**config.mk**
```make
export PLATFORM = sky130hd
export DESIGN_NAME = bldc_hall_commutation_controller_core
export DESIGN_NICKNAME = d
export VERILOG_FILES = /design/src/rtl/bhc_pkg.sv /design/src/rtl/bhc_engine.sv /design/src/rtl/bldc_hall_commutation_controller_core.sv
export SDC_FILE = /design/constraint.sdc
export NUM_CORES = 1
export LEC_CHECK = 0
export BUFFER_PORTS_ARGS = -buffer_cell sky130_fd_sc_hd__buf_4
export CORE_ASPECT_RATIO = 1.4
export CORE_MARGIN = 2
export CORE_UTILIZATION = 59
export CTS_CLUSTER_DIAMETER = 80
export DETAILED_ROUTE_END_ITERATION = 10
export PLACE_DENSITY = 0.77
export SLEW_MARGIN = 20
export SYNTH_ARGS = -nofsm -noshare
export SYNTH_HDL_FRONTEND = slang
export SYNTH_SLANG_ARGS = --single-unit
export TNS_END_PERCENT = 5
```
**constraint.sdc**
```tcl
create_clock -name clk -period 3.8 [get_ports clk]
set_input_delay 0.19 -clock clk [delete_from_list [all_inputs] [get_ports clk]]
set_output_delay 0.19 -clock clk [all_outputs]
set_load 0.02 [all_outputs]
```
**src/rtl/bhc_pkg.sv**
```systemverilog
// Shared types, constants and the commutation table of the hall commutation controller
`default_nettype none

package bhc_pkg;

    localparam int DUTY_W   = 8;
    localparam int HALL_W   = 3;
    localparam int SAMPLE_W = 10;
    localparam int PERIOD_W = 16;
    localparam int CFG_W    = 16;
    localparam int PHASES   = 3;

    localparam logic [DUTY_W-1:0]   THRESHOLD_RESET = 8'd51;
    localparam logic [PERIOD_W-1:0] PERIOD_RESET    = 16'd100;

    // Register indexes of the configuration port
    localparam logic CFG_THROTTLE_THRESHOLD = 1'b0;
    localparam logic CFG_BLINK_PERIOD       = 1'b1;

    // Request kinds
    localparam logic OP_HALL_CHANGE = 1'b0;
    localparam logic OP_TICK        = 1'b1;

    // Hall codes, bit2 W, bit1 V, bit0 U
    localparam logic [HALL_W-1:0] HALL_U_HI_V_LO = 3'd5;
    localparam logic [HALL_W-1:0] HALL_U_HI_W_LO = 3'd1;
    localparam logic [HALL_W-1:0] HALL_V_HI_W_LO = 3'd3;
    localparam logic [HALL_W-1:0] HALL_V_HI_U_LO = 3'd2;
    localparam logic [HALL_W-1:0] HALL_W_HI_U_LO = 3'd6;
    localparam logic [HALL_W-1:0] HALL_W_HI_V_LO = 3'd4;

    typedef struct packed {
        logic                operation;
        logic [HALL_W-1:0]   hall_code;
        logic [SAMPLE_W-1:0] throttle_sample;
    } item_t;

    // Switch state: index 0 = U, 1 = V, 2 = W
    typedef struct packed {
        logic [PHASES-1:0][DUTY_W-1:0] hi_duty;
        logic [PHASES-1:0]             lo_on;
    } switch_t;

    typedef struct packed {
        switch_t           sw;
        logic [HALL_W-1:0] hall_leds;
        logic              heartbeat_led;
        logic              drive_active;
    } result_t;

    localparam switch_t SWITCH_OFF = '0;

    // Six-step table: one high side carries the duty, one low side on; else all off
    function automatic switch_t commutate(input logic [HALL_W-1:0] code,
                                          input logic [DUTY_W-1:0] duty);
        switch_t sw;
        sw = SWITCH_OFF;
        unique case (code)
            HALL_U_HI_V_LO:
            begin
                sw.hi_duty[0] = duty;
                sw.lo_on[1]   = 1'b1;
            end
            HALL_U_HI_W_LO:
            begin
                sw.hi_duty[0] = duty;
                sw.lo_on[2]   = 1'b1;
            end
            HALL_V_HI_W_LO:
            begin
                sw.hi_duty[1] = duty;
                sw.lo_on[2]   = 1'b1;
            end
            HALL_V_HI_U_LO:
            begin
                sw.hi_duty[1] = duty;
                sw.lo_on[0]   = 1'b1;
            end
            HALL_W_HI_U_LO:
            begin
                sw.hi_duty[2] = duty;
                sw.lo_on[0]   = 1'b1;
            end
            HALL_W_HI_V_LO:
            begin
                sw.hi_duty[2] = duty;
                sw.lo_on[1]   = 1'b1;
            end
            default:
            begin
                sw = SWITCH_OFF;
            end
        endcase
        return sw;
    endfunction

endpackage

`default_nettype wire

```
**src/rtl/bhc_engine.sv**
```systemverilog
// Controller state, configuration registers and per-request next-state logic
`default_nettype none

module bhc_engine #(
    parameter logic [bhc_pkg::DUTY_W-1:0]   THRESHOLD_INIT = bhc_pkg::THRESHOLD_RESET,
    parameter logic [bhc_pkg::PERIOD_W-1:0] PERIOD_INIT    = bhc_pkg::PERIOD_RESET
) (
    input  wire logic                      clk,
    input  wire logic                      rst_n,
    input  wire logic                      cfg_write_en,
    input  wire logic                      cfg_index,
    input  wire logic [bhc_pkg::CFG_W-1:0] cfg_data,
    input  wire logic                      step_en,
    input  wire bhc_pkg::item_t            item,
    output bhc_pkg::result_t               result
);
    import bhc_pkg::*;

    logic [DUTY_W-1:0]   threshold_reg;
    logic [PERIOD_W-1:0] period_reg;
    logic [DUTY_W-1:0]   duty_reg,   duty_next;
    logic                drive_reg,  drive_next;
    switch_t             sw_reg,     sw_next;
    logic [HALL_W-1:0]   led_reg,    led_next;
    logic [PERIOD_W-1:0] count_reg,  count_next;
    logic                toggle_reg, toggle_next;
    logic                pilot_reg,  pilot_next;

    logic [DUTY_W-1:0]   sample_duty;
    logic [PERIOD_W:0]   count_inc;

    assign sample_duty = item.throttle_sample[SAMPLE_W-1:2];
    assign count_inc   = {1'b0, count_reg} + {{PERIOD_W{1'b0}}, 1'b1};

    // Apply one request to the state
    always_comb
    begin
        duty_next   = duty_reg;
        drive_next  = drive_reg;
        sw_next     = sw_reg;
        led_next    = led_reg;
        count_next  = count_reg;
        toggle_next = toggle_reg;
        pilot_next  = pilot_reg;
        if (item.operation == OP_HALL_CHANGE)
        begin
            sw_next  = commutate(item.hall_code, duty_reg);
            led_next = item.hall_code;
        end
        else
        begin
            // Start or stop the drive on the throttle level
            if (sample_duty > threshold_reg)
            begin
                duty_next = sample_duty;
                if (!drive_reg)
                begin
                    drive_next = 1'b1;
                    sw_next    = commutate(item.hall_code, sample_duty);
                    led_next   = item.hall_code;
                end
            end
            else
            begin
                duty_next  = '0;
                drive_next = 1'b0;
                sw_next    = SWITCH_OFF;
            end
            // Advance the blink counter
            if (count_inc >= {1'b0, period_reg})
            begin
                count_next  = '0;
                pilot_next  = toggle_reg;
                toggle_next = ~toggle_reg;
            end
            else
            begin
                count_next = count_inc[PERIOD_W-1:0];
            end
        end
    end

    // Hold configuration
    always_ff @(posedge clk or negedge rst_n)
    begin
        if (!rst_n)
        begin
            threshold_reg <= THRESHOLD_INIT;
            period_reg    <= PERIOD_INIT;
        end
        else if (cfg_write_en)
        begin
            case (cfg_index)
                CFG_THROTTLE_THRESHOLD: threshold_reg <= cfg_data[DUTY_W-1:0];
                CFG_BLINK_PERIOD:       period_reg    <= cfg_data[PERIOD_W-1:0];
                default:                threshold_reg <= threshold_reg;
            endcase
        end
    end

    // Hold controller state
    always_ff @(posedge clk or negedge rst_n)
    begin
        if (!rst_n)
        begin
            duty_reg   <= '0;
            drive_reg  <= 1'b0;
            sw_reg     <= SWITCH_OFF;
            led_reg    <= '0;
            count_reg  <= '0;
            toggle_reg <= 1'b0;
            pilot_reg  <= 1'b0;
        end
        else if (step_en)
        begin
            duty_reg   <= duty_next;
            drive_reg  <= drive_next;
            sw_reg     <= sw_next;
            led_reg    <= led_next;
            count_reg  <= count_next;
            toggle_reg <= toggle_next;
            pilot_reg  <= pilot_next;
        end
    end

    // Result is the state after the request
    always_comb
    begin
        result.sw            = sw_next;
        result.hall_leds     = led_next;
        result.heartbeat_led = pilot_next;
        result.drive_active  = drive_next;
    end

endmodule

`default_nettype wire

```
**src/rtl/bldc_hall_commutation_controller_core.sv**
```systemverilog
// An accepted request waits in the input register; its result is captured in the
// result register when that stage is free. Throughput: one request per cycle while
// out_ready holds; input and result registers are separate stages, so one more
// request is taken while a finished result waits for out_ready.
// Reset (rst_n low, asynchronous): engine switch state off, duty and drive cleared, counters zero,
// threshold 51 and blink period 100.
`default_nettype none

module bldc_hall_commutation_controller_core #(
    parameter logic [bhc_pkg::DUTY_W-1:0]   THRESHOLD_INIT = bhc_pkg::THRESHOLD_RESET,
    parameter logic [bhc_pkg::PERIOD_W-1:0] PERIOD_INIT    = bhc_pkg::PERIOD_RESET
) (
    input  wire logic                         clk,
    input  wire logic                         rst_n,
    input  wire logic                         cfg_write_en,
    input  wire logic                         cfg_index,
    input  wire logic [bhc_pkg::CFG_W-1:0]    cfg_data,
    input  wire logic                         in_valid,
    output logic                              in_ready,
    input  wire logic                         operation,
    input  wire logic [bhc_pkg::HALL_W-1:0]   hall_code,
    input  wire logic [bhc_pkg::SAMPLE_W-1:0] throttle_sample,
    output logic                              out_valid,
    input  wire logic                         out_ready,
    output logic [bhc_pkg::DUTY_W-1:0]        u_high_duty,
    output logic [bhc_pkg::DUTY_W-1:0]        v_high_duty,
    output logic [bhc_pkg::DUTY_W-1:0]        w_high_duty,
    output logic                              u_low_on,
    output logic                              v_low_on,
    output logic                              w_low_on,
    output logic [bhc_pkg::HALL_W-1:0]        hall_leds,
    output logic                              heartbeat_led,
    output logic                              drive_active
);
    import bhc_pkg::*;

    item_t   item_reg;
    logic    item_valid_reg, item_valid_next;
    result_t result_reg;
    result_t result_next;
    logic    out_valid_reg,  out_valid_next;
    logic    out_free;
    logic    advance;
    logic    in_fire;

    assign out_free = !out_valid_reg || out_ready;
    assign advance  = item_valid_reg && out_free;
    assign in_ready = !item_valid_reg || out_free;
    assign in_fire  = in_valid && in_ready;

    bhc_engine #(
        .THRESHOLD_INIT (THRESHOLD_INIT),
        .PERIOD_INIT    (PERIOD_INIT)
    ) u_engine (
        .clk          (clk),
        .rst_n        (rst_n),
        .cfg_write_en (cfg_write_en),
        .cfg_index    (cfg_index),
        .cfg_data     (cfg_data),
        .step_en      (advance),
        .item         (item_reg),
        .result       (result_next)
    );

    // Track occupancy of both stages
    always_comb
    begin
        item_valid_next = item_valid_reg;
        if (in_fire)
        begin
            item_valid_next = 1'b1;
        end
        else if (advance)
        begin
            item_valid_next = 1'b0;
        end
        out_valid_next = out_valid_reg;
        if (advance)
        begin
            out_valid_next = 1'b1;
        end
        else if (out_ready)
        begin
            out_valid_next = 1'b0;
        end
    end

    always_ff @(posedge clk or negedge rst_n)
    begin
        if (!rst_n)
        begin
            item_valid_reg <= 1'b0;
            out_valid_reg  <= 1'b0;
        end
        else
        begin
            item_valid_reg <= item_valid_next;
            out_valid_reg  <= out_valid_next;
        end
    end

    // Capture the request payload
    always_ff @(posedge clk)
    begin
        if (in_fire)
        begin
            item_reg.operation       <= operation;
            item_reg.hall_code       <= hall_code;
            item_reg.throttle_sample <= throttle_sample;
        end
    end

    // Capture the result payload
    always_ff @(posedge clk)
    begin
        if (advance)
        begin
            result_reg <= result_next;
        end
    end

    assign out_valid     = out_valid_reg;
    assign u_high_duty   = result_reg.sw.hi_duty[0];
    assign v_high_duty   = result_reg.sw.hi_duty[1];
    assign w_high_duty   = result_reg.sw.hi_duty[2];
    assign u_low_on      = result_reg.sw.lo_on[0];
    assign v_low_on      = result_reg.sw.lo_on[1];
    assign w_low_on      = result_reg.sw.lo_on[2];
    assign hall_leds     = result_reg.hall_leds;
    assign heartbeat_led = result_reg.heartbeat_led;
    assign drive_active  = result_reg.drive_active;

endmodule

`default_nettype wire

```
## Yosys cells after proc, flatten, opt, wreduce, memory -nomap -nowiden

Index checks and enable logic that the tools add are counted.

- Logic and storage cells: 78
- Input port bits: 36
- Bits in registers: 129
- Output and inout bits: 34

- Bitwise gates (word level): 2
- $add $sub $neg: 1
- Equality and inequality tests: 6
- Multiplexer cells: 25
- Order comparisons: 2
- Reduce and logical (&&, ||, !) cells: 18

Operators by type and width:

| kind | number |
|---|---|
| two-way mux 27 bit | 3 |
| two-way mux 8 bit | 7 |
| adder 16 x 1 -> 17 bit, second input constant | 1 |
| greater-or-equal comparator 17 x 16 -> 1 bit | 1 |
| two-way mux 16 bit | 1 |
| OR reduction 2 bit | 6 |
| two-way mux 1 bit | 11 |
| == test 3 bit, second input constant | 3 |
| two-way mux 3 bit | 3 |
| > comparator 8 bit | 1 |
| == test 3 x 2 -> 1 bit, second input constant | 2 |
| AND reduction 2 bit | 3 |
| nonzero test 2 bit | 2 |
| == test 3 x 1 -> 1 bit, second input constant | 1 |
| AND reduction 3 bit | 1 |
| logical AND 1 bit | 2 |
| logical NOT 1 bit | 2 |
| logical OR 1 bit | 2 |
| inverter 1 bit | 2 |

## Logic depth before layout (Yosys ltp)

Gate-level depths: netlist of run 1.

- Depth after elaboration: 6
- Depth in mapped cells: 15
- Mapped depth without buffers: 14

## By module

Synthesis of run 1 repeated with hierarchy kept, for this count alone.

- Cells, all modules: 518
- Area, all modules: 6,105.9 µm²

Modules (own cells, without submodules):

| module | seq. area each (µm²) | cells an instance | area an instance (µm²) | instances |
|---|---|---|---|---|
| bhc_engine | 2,035.7 | 464 | 4,620.7 | 1 |
| bldc_hall_commutation_controller_core | 1,431.4 | 54 | 1,485.2 | 1 |

## Least setup slack after synthesis of run 1

Ideal clock, no wire load.

- Path type: register to register
- Start: reg u_engine.count_reg[0]
- End: reg result_reg (netlist bit heartbeat_led) (data pin)
- Arrival: 2.726 ns
- Period minus slack after synthesis: 2.986 ns
- Setup time: 0.260 ns
- Required time: 3.540 ns
- Path buffers: 0
- Path slack: 0.814 ns
- Stages on the path, launching flop included: 15
- Cell sequence: dfrtp_1 ha_1 nand2_1 or2_4 nor2_2 and3_1 xnor2_1 inv_1 ha_1 a21oi_1 o211ai_1 a211oi_2 o21ai_2 nand2_1 mux2_2

RTL lines:

| element | line | RTL |
|---|---|---|
| start, declared | bhc_engine.sv:25 | `logic [PERIOD_W-1:0] count_reg, count_next;` |
| start signal, assigned | bhc_engine.sv:120 | `count_reg <= count_next;` |
| end signal, assigned | bldc_hall_commutation_controller_core.sv:118 | `result_reg <= result_next;` |
| end, declared | bldc_hall_commutation_controller_core.sv:39 | `result_t result_reg;` |

==> metrics.txt, run 1 <==
TNS Setup 0 ps; average wire per standard cell 17.1 um; Root Driver clkbuf_16; largest net degree at the start of global routing 84; Final ANT Viol Nets 0; post-synthesis sequential area ratio between 50% and 60%; hold path cells 2; max reg flops 27; Mean Syn Cell Area about 12 um2; Post-Place Worst Slack about 490 ps; Initial Util about three fifths; final hold viol count 0; Setup crit start kind register; endpoint type of the worst setup path register; Initial DRC Count between 300 and 400; CTS clk-pin slew, worst paths about 50 ps; worst path arrival time about 3600 ps; Die Height around 120 um; WL final 13000 um; RePlAce Congestion around 0.83; number of distinct library cells after synthesis 52; I/O Pins 70; I/O Buffers 67; Final #Nets 670; post-layout util between 70% and 80%; DRC 0; top cells by area, synth dfrtp_1 (31%), edfxtp_1 (21%), mux2_2 (7.7%); Max clock buf depth 2; postcts setup bufs 0; LEAKAGE ~3.2 nW; Pwr Density 534 nW/um2; vias between 4000 and 5000; PnR Total Power 4.00 mW; Worst Max-Slew Pin Slew roughly 830 ps; DIE WIDTH ~90 um; Worst Path Max Fanout 8; Total Routing Usage GR between 20% and 30%; vias per cell between 5 and 6; Rel. slew slack between 40 and 50%; vias in the first global route ~4500; TritonRoute pass-1 iters 5; Detailed Place HPWL roughly 8800 um; share of cells above drive strength 1 roughly 27%; Final Critical Period around 3400 ps; Cells after Synth 520; critical path type register to register; RSZ-0062 raised after global routing false; dpl cell area 6740 um2; Filler cells roughly 760; grt total ovfl 0; CTS buffer count 17; DIE AREA 11300 um2; worst reg2reg path depth 11; Non-Filler Instances 760; Worst VDD drop ~0.35 mV; first-pass GRT wire length 21600 um; initial antenna violation count 0; Clock Skew a little over 6 ps; P&R area growth vs syn 21.8%; Hold Path Class primary input to register; max-cap violation count 0; Max Slew Vio Count 0; num rows 44; fin area 7490 um2; leading cell type in the layout, fill and taps excluded dfrtp_1; flop2flop setup slack approximately 400 ps; status finished, final reports clean; most frequent cells in the layout dfrtp_1 (76), buf_4 (71), nand2_1 (55); Min Hold Slack around 10 ps; mapped cell area 6150 um2; top-area cell type share of the netlist area 30.9%; CTS tree built; Yosys Warn Count 0; Clock Latency Late Sink 410 ps; CP required just under 4000 ps; endpoints failing setup 0; cell taking the most area after synthesis dfrtp_1; Placed Instances ~710; fin crit share about nine tenths; Syn Nets ~580; achievable frequency 294 MHz; core area about 10000 um2; final worst-path setup slack around 400 ps; CTS H-tree depth 4; Yosys reg bits ~130; n_diodes 0; CTS Sinks 127
[where the power goes]
group	switching, mW	internal (mW)
Sequential	0.120	1.62
Clock	0.557	0.908
Combinational	0.446	0.352
Total	1.12	2.88
[synth_stat cells, drive strengths merged]
library cell / count
nand4: 9
nand2b: 18
o21bai: 1
edfxtp: 44
o31ai: 3
nor2: 15
dfrtp: 76
nand3b: 2
and2: 3
a211o: 1
o211ai: 5
o22ai: 25
nor2b: 10
o21ai: 33
a21oi: 13
a211oi: 1
a22oi: 24
dfstp: 7
buf: 16
clkbuf: 8
o2bb2ai: 2
a32o: 6
xor2: 4
inv: 30
mux2: 46
nand3: 7
a221oi: 1
or3: 5
or2: 2
xnor2: 11
a21o: 7
ha: 25
nand2: 57
and3: 2
nor4: 1
[worst max-delay path, cell delays in order (launching register included)]
cell and delay, ps:
dfrtp_1 430, ha_1 270, nand2_1 140, nor4_4 280, nand4_1 170, xnor2_1 250
ha_1 290, a21o_1 170, a221oi_2 450, o21ai_2 220, nand2_1 120, mux2_2 340
[what timing repair did]
action,4_1_cts,5_1_grt
resized for setup,0,0
hold buffers,21,1
hold endpoints to repair,21,76
[final cells by class]
type                       count  area, um2  area share (%)
clock buffer                  24        462            6.16
multi-input combinational    339       2500            33.4
sequential                   127       3410            45.5
tap                          138        173            2.31
clock inverter                 8       70.1           0.935
timing repair buffer          94        764            10.2
inverter                      30        113            1.50
[per-layer routing]
layer | part of all wire, % | vias to the layer above | global-route usage, %
li1 | - | 2058 | -
met1 | 40 | 2149 | 28.8
met2 | 52 | 151 | 41.7
met3 | 4.6 | 32 | 5.69
met4 | 3.2 | 0 | 11.9
met5 | 0 | - | 0
[kinds of logic (layout without fill, tap and decap cells)]
family	count (synthesis)	in the layout	share of synthesized area, %
multiplexers	46	46	8.67
flip-flops	127	127	55.4
XOR/XNOR	15	15	2.14
AO/OA/AOI/OAI	122	122	13.7
adder cells (fa/ha/maj)	25	25	5.09
buffers and inverters	54	156	3.91
AND/OR/NAND/NOR	131	131	11.1
[worst paths after layout]
check                                                        from                                 end
worst max register to register  u_engine.count_reg[0]$_DFFE_PN0P_             heartbeat_led$_DFFE_PP_
max in group asynchronous                                   rst_n     u_engine.sw_reg[13]$_DFFE_PN0P_
min in group asynchronous                                   rst_n  u_engine.count_reg[11]$_DFFE_PN0P_
worst min register to register   u_engine.duty_reg[3]$_DFFE_PN0P_    u_engine.duty_reg[3]$_DFFE_PN0P_
worst min-delay path                                  cfg_data[9]  u_engine.period_reg[9]$_DFFE_PN0P_
worst max-delay path            u_engine.count_reg[0]$_DFFE_PN0P_             heartbeat_led$_DFFE_PP_
Power figures use the tool's default switching activity.
==> inputs of run 2 (changes only) <==
--- a/config.mk
+++ b/config.mk
@@ -6,12 +6,13 @@
 export NUM_CORES = 1
 export LEC_CHECK = 0
 export BUFFER_PORTS_ARGS = -buffer_cell sky130_fd_sc_hd__buf_4
-export CORE_ASPECT_RATIO = 1.4
+export CELL_PAD_IN_SITES_DETAIL_PLACEMENT = 1
+export CELL_PAD_IN_SITES_GLOBAL_PLACEMENT = 2
 export CORE_MARGIN = 2
-export CORE_UTILIZATION = 59
+export CORE_UTILIZATION = 39
 export CTS_CLUSTER_DIAMETER = 80
 export DETAILED_ROUTE_END_ITERATION = 10
-export PLACE_DENSITY = 0.77
+export PLACE_DENSITY = 0.76
 export SLEW_MARGIN = 20
 export SYNTH_ARGS = -nofsm -noshare
 export SYNTH_HDL_FRONTEND = slang
==> metrics.txt, run 2 (synthesis gave the netlist of run 1 again) <==
status finished, final reports clean; Clock Skew between 6 and 7 ps; post-layout util about half; postcts setup bufs 0; Pwr Density about 530 nW/um2; Die Height around 130 um; DRC 0; endpoint type of the worst setup path register; first-pass GRT wire length between 20000 and 25000 um; CTS Sinks roughly 130; Worst Path Max Fanout 5; Hold Buf Count CTS 25; critical path type register to register; Final Critical Period between 3000 and 4000 ps; TritonRoute pass-1 iters 4; CTS H-tree depth 4; WL final 14700 um; endpoints failing setup 0; CTS tree built; Detailed Place HPWL 10200 um; Worst Max-Slew Pin Slew roughly 910 ps; Final ANT Viol Nets 0; P&R area growth vs syn 24.2%; CP required between 3000 and 4000 ps; I/O Buffers between 60 and 70; vias around 4400; CTS buffer count 17; RSZ-0062 raised after global routing false; I/O Pins 70; DIE AREA roughly 17000 um2; Worst VDD drop between 0.3 and 0.4 mV; final hold viol count 0; vias per cell ~5.2; max-cap violation count 0; vias in the first global route around 4700; RePlAce Congestion around 0.75; initial antenna violation count 0; Rel. slew slack between 30% and 40%; Placed Instances around 780; Filler cells approximately 1600; Initial DRC Count 207; n_diodes 0; LEAKAGE approximately 3.3 nW; CTS clk-pin slew, worst paths roughly 60 ps; most frequent cells in the layout dfrtp_1 (76), buf_4 (75), nand2_1 (55); R2R Path Start u_engine.count_reg[0]$_DFFE_PN0P_; worst path arrival time about 3500 ps; post-cts resize count 0; achievable frequency just under 300 MHz; share of cells above drive strength 1 between 20% and 30%; PnR Total Power between 4 and 5 mW; leading cell type in the layout, fill and taps excluded dfrtp_1; largest net degree at the start of global routing between 60 and 70; Total Routing Usage GR a little under a fifth; fin crit share between 80% and 90%; Initial Util 40.1%; Max clock buf depth 2; Hold Path Class primary input to register; Final #Nets about 680; max reg flops 27; critical path's largest stage delay roughly 430 ps; Max Slew Vio Count 0; num rows 45; hold_sp cfg_data[6]; worst path cell trace ha_1 -> nand2_1 -> or2_4 -> nor2_2 -> and3_1 -> xnor2_1 -> inv_1 -> ha_1 -> a21oi_1 -> o211ai_1 -> a211oi_2 -> o21ai_2 -> nand2_1 -> mux2_2; Clock Latency Late Sink about 420 ps; slowest stage cell, crit path dfrtp_1; average wire per standard cell around 18 um; Non-Filler Instances 838; Critical Path Start u_engine.count_reg[0]$_DFFE_PN0P_; grt total ovfl 0; Root Driver clkbuf_16; DIE WIDTH around 130 um; Setup crit start kind register; TNS Setup 0 ps; core area roughly 15000 um2
run 2: cell types whose count changed in the layout (fill, tap and decap cells not counted):
cell | before | now
buf_4 | 71 | 75
dlygate4sd3_1 | 22 | 25
clkinv_1 | 0 | 2
clkbuf_1 | 6 | 2
clkinv_4 | 0 | 1
clkinv_2 | 5 | 3
clkinvlp_4 | 2 | 3
buf_6 | 1 | 0
inv_6 | 0 | 1
run 2: final cells by class:
type	instances	area [um2]	area share, %
clock inverter	11	92.6	1.21
inverter	30	113	1.47
multi-input combinational	339	2500	32.8
sequential	127	3410	44.6
clock buffer	20	447	5.85
timing repair buffer	100	813	10.6
tap	211	264	3.46
run 2: power by group:
group	leakage, nW	switching, mW	internal, mW	total (mW)
logic	1.52	0.458	0.358	0.816
registers	1.47	0.119	1.62	1.74
clock network	0.257	0.599	0.906	1.50
total	3.25	1.18	2.88	4.06
run 2: path summary, 6_finish.rpt:
check / endpoint / slack [ps] / cells past startpoint
setup / recovery: heartbeat_led$_DFFE_PP_ / 450 / 14
hold / removal: u_engine.threshold_reg[6]$_DFFE_PN0P_ / 6 / 3
setup reg to reg: heartbeat_led$_DFFE_PP_ / 450 / 14
hold reg to reg: u_engine.duty_reg[6]$_DFFE_PN0P_ / 490 / 2
max in group asynchronous: u_engine.period_reg[6]$_DFFE_PN1P_ / 2520 / 3
min in group asynchronous: u_engine.sw_reg[21]$_DFFE_PN0P_ / 410 / 2
run 2: per-layer routing:
metal | part of all wire, % | vias to the layer above | track usage (%)
li1 | - | 2070 | -
met1 | 47 | 2208 | 25.3
met2 | 48 | 81 | 30.6
met3 | 2.9 | 17 | 3.47
met4 | 1.5 | 0 | 7.15
met5 | 0 | - | 0
run 2: worst max-delay path, delay by kind of cell (launching register included):
family / cells / cell delay (ps)
xor gates and xnor gates: 1 / 160
adders and majority gates: 2 / 570
buffers and inverters: 1 / 80
DFF: 1 / 430
muxes: 1 / 330
AOI/OAI and AO/OA: 4 / 720
and+or+nand+nor: 5 / 810
run 2: through the flow:
step	instance area, um2	hold WS, ps	setup slack [ps]
final	7640	5.84	447
after floorplan	6150	-106	814
after global placement	6850	342	537
after CTS	7640	0.547	426
after detailed placement	6850	346	475
after global routing	7640	9.24	131
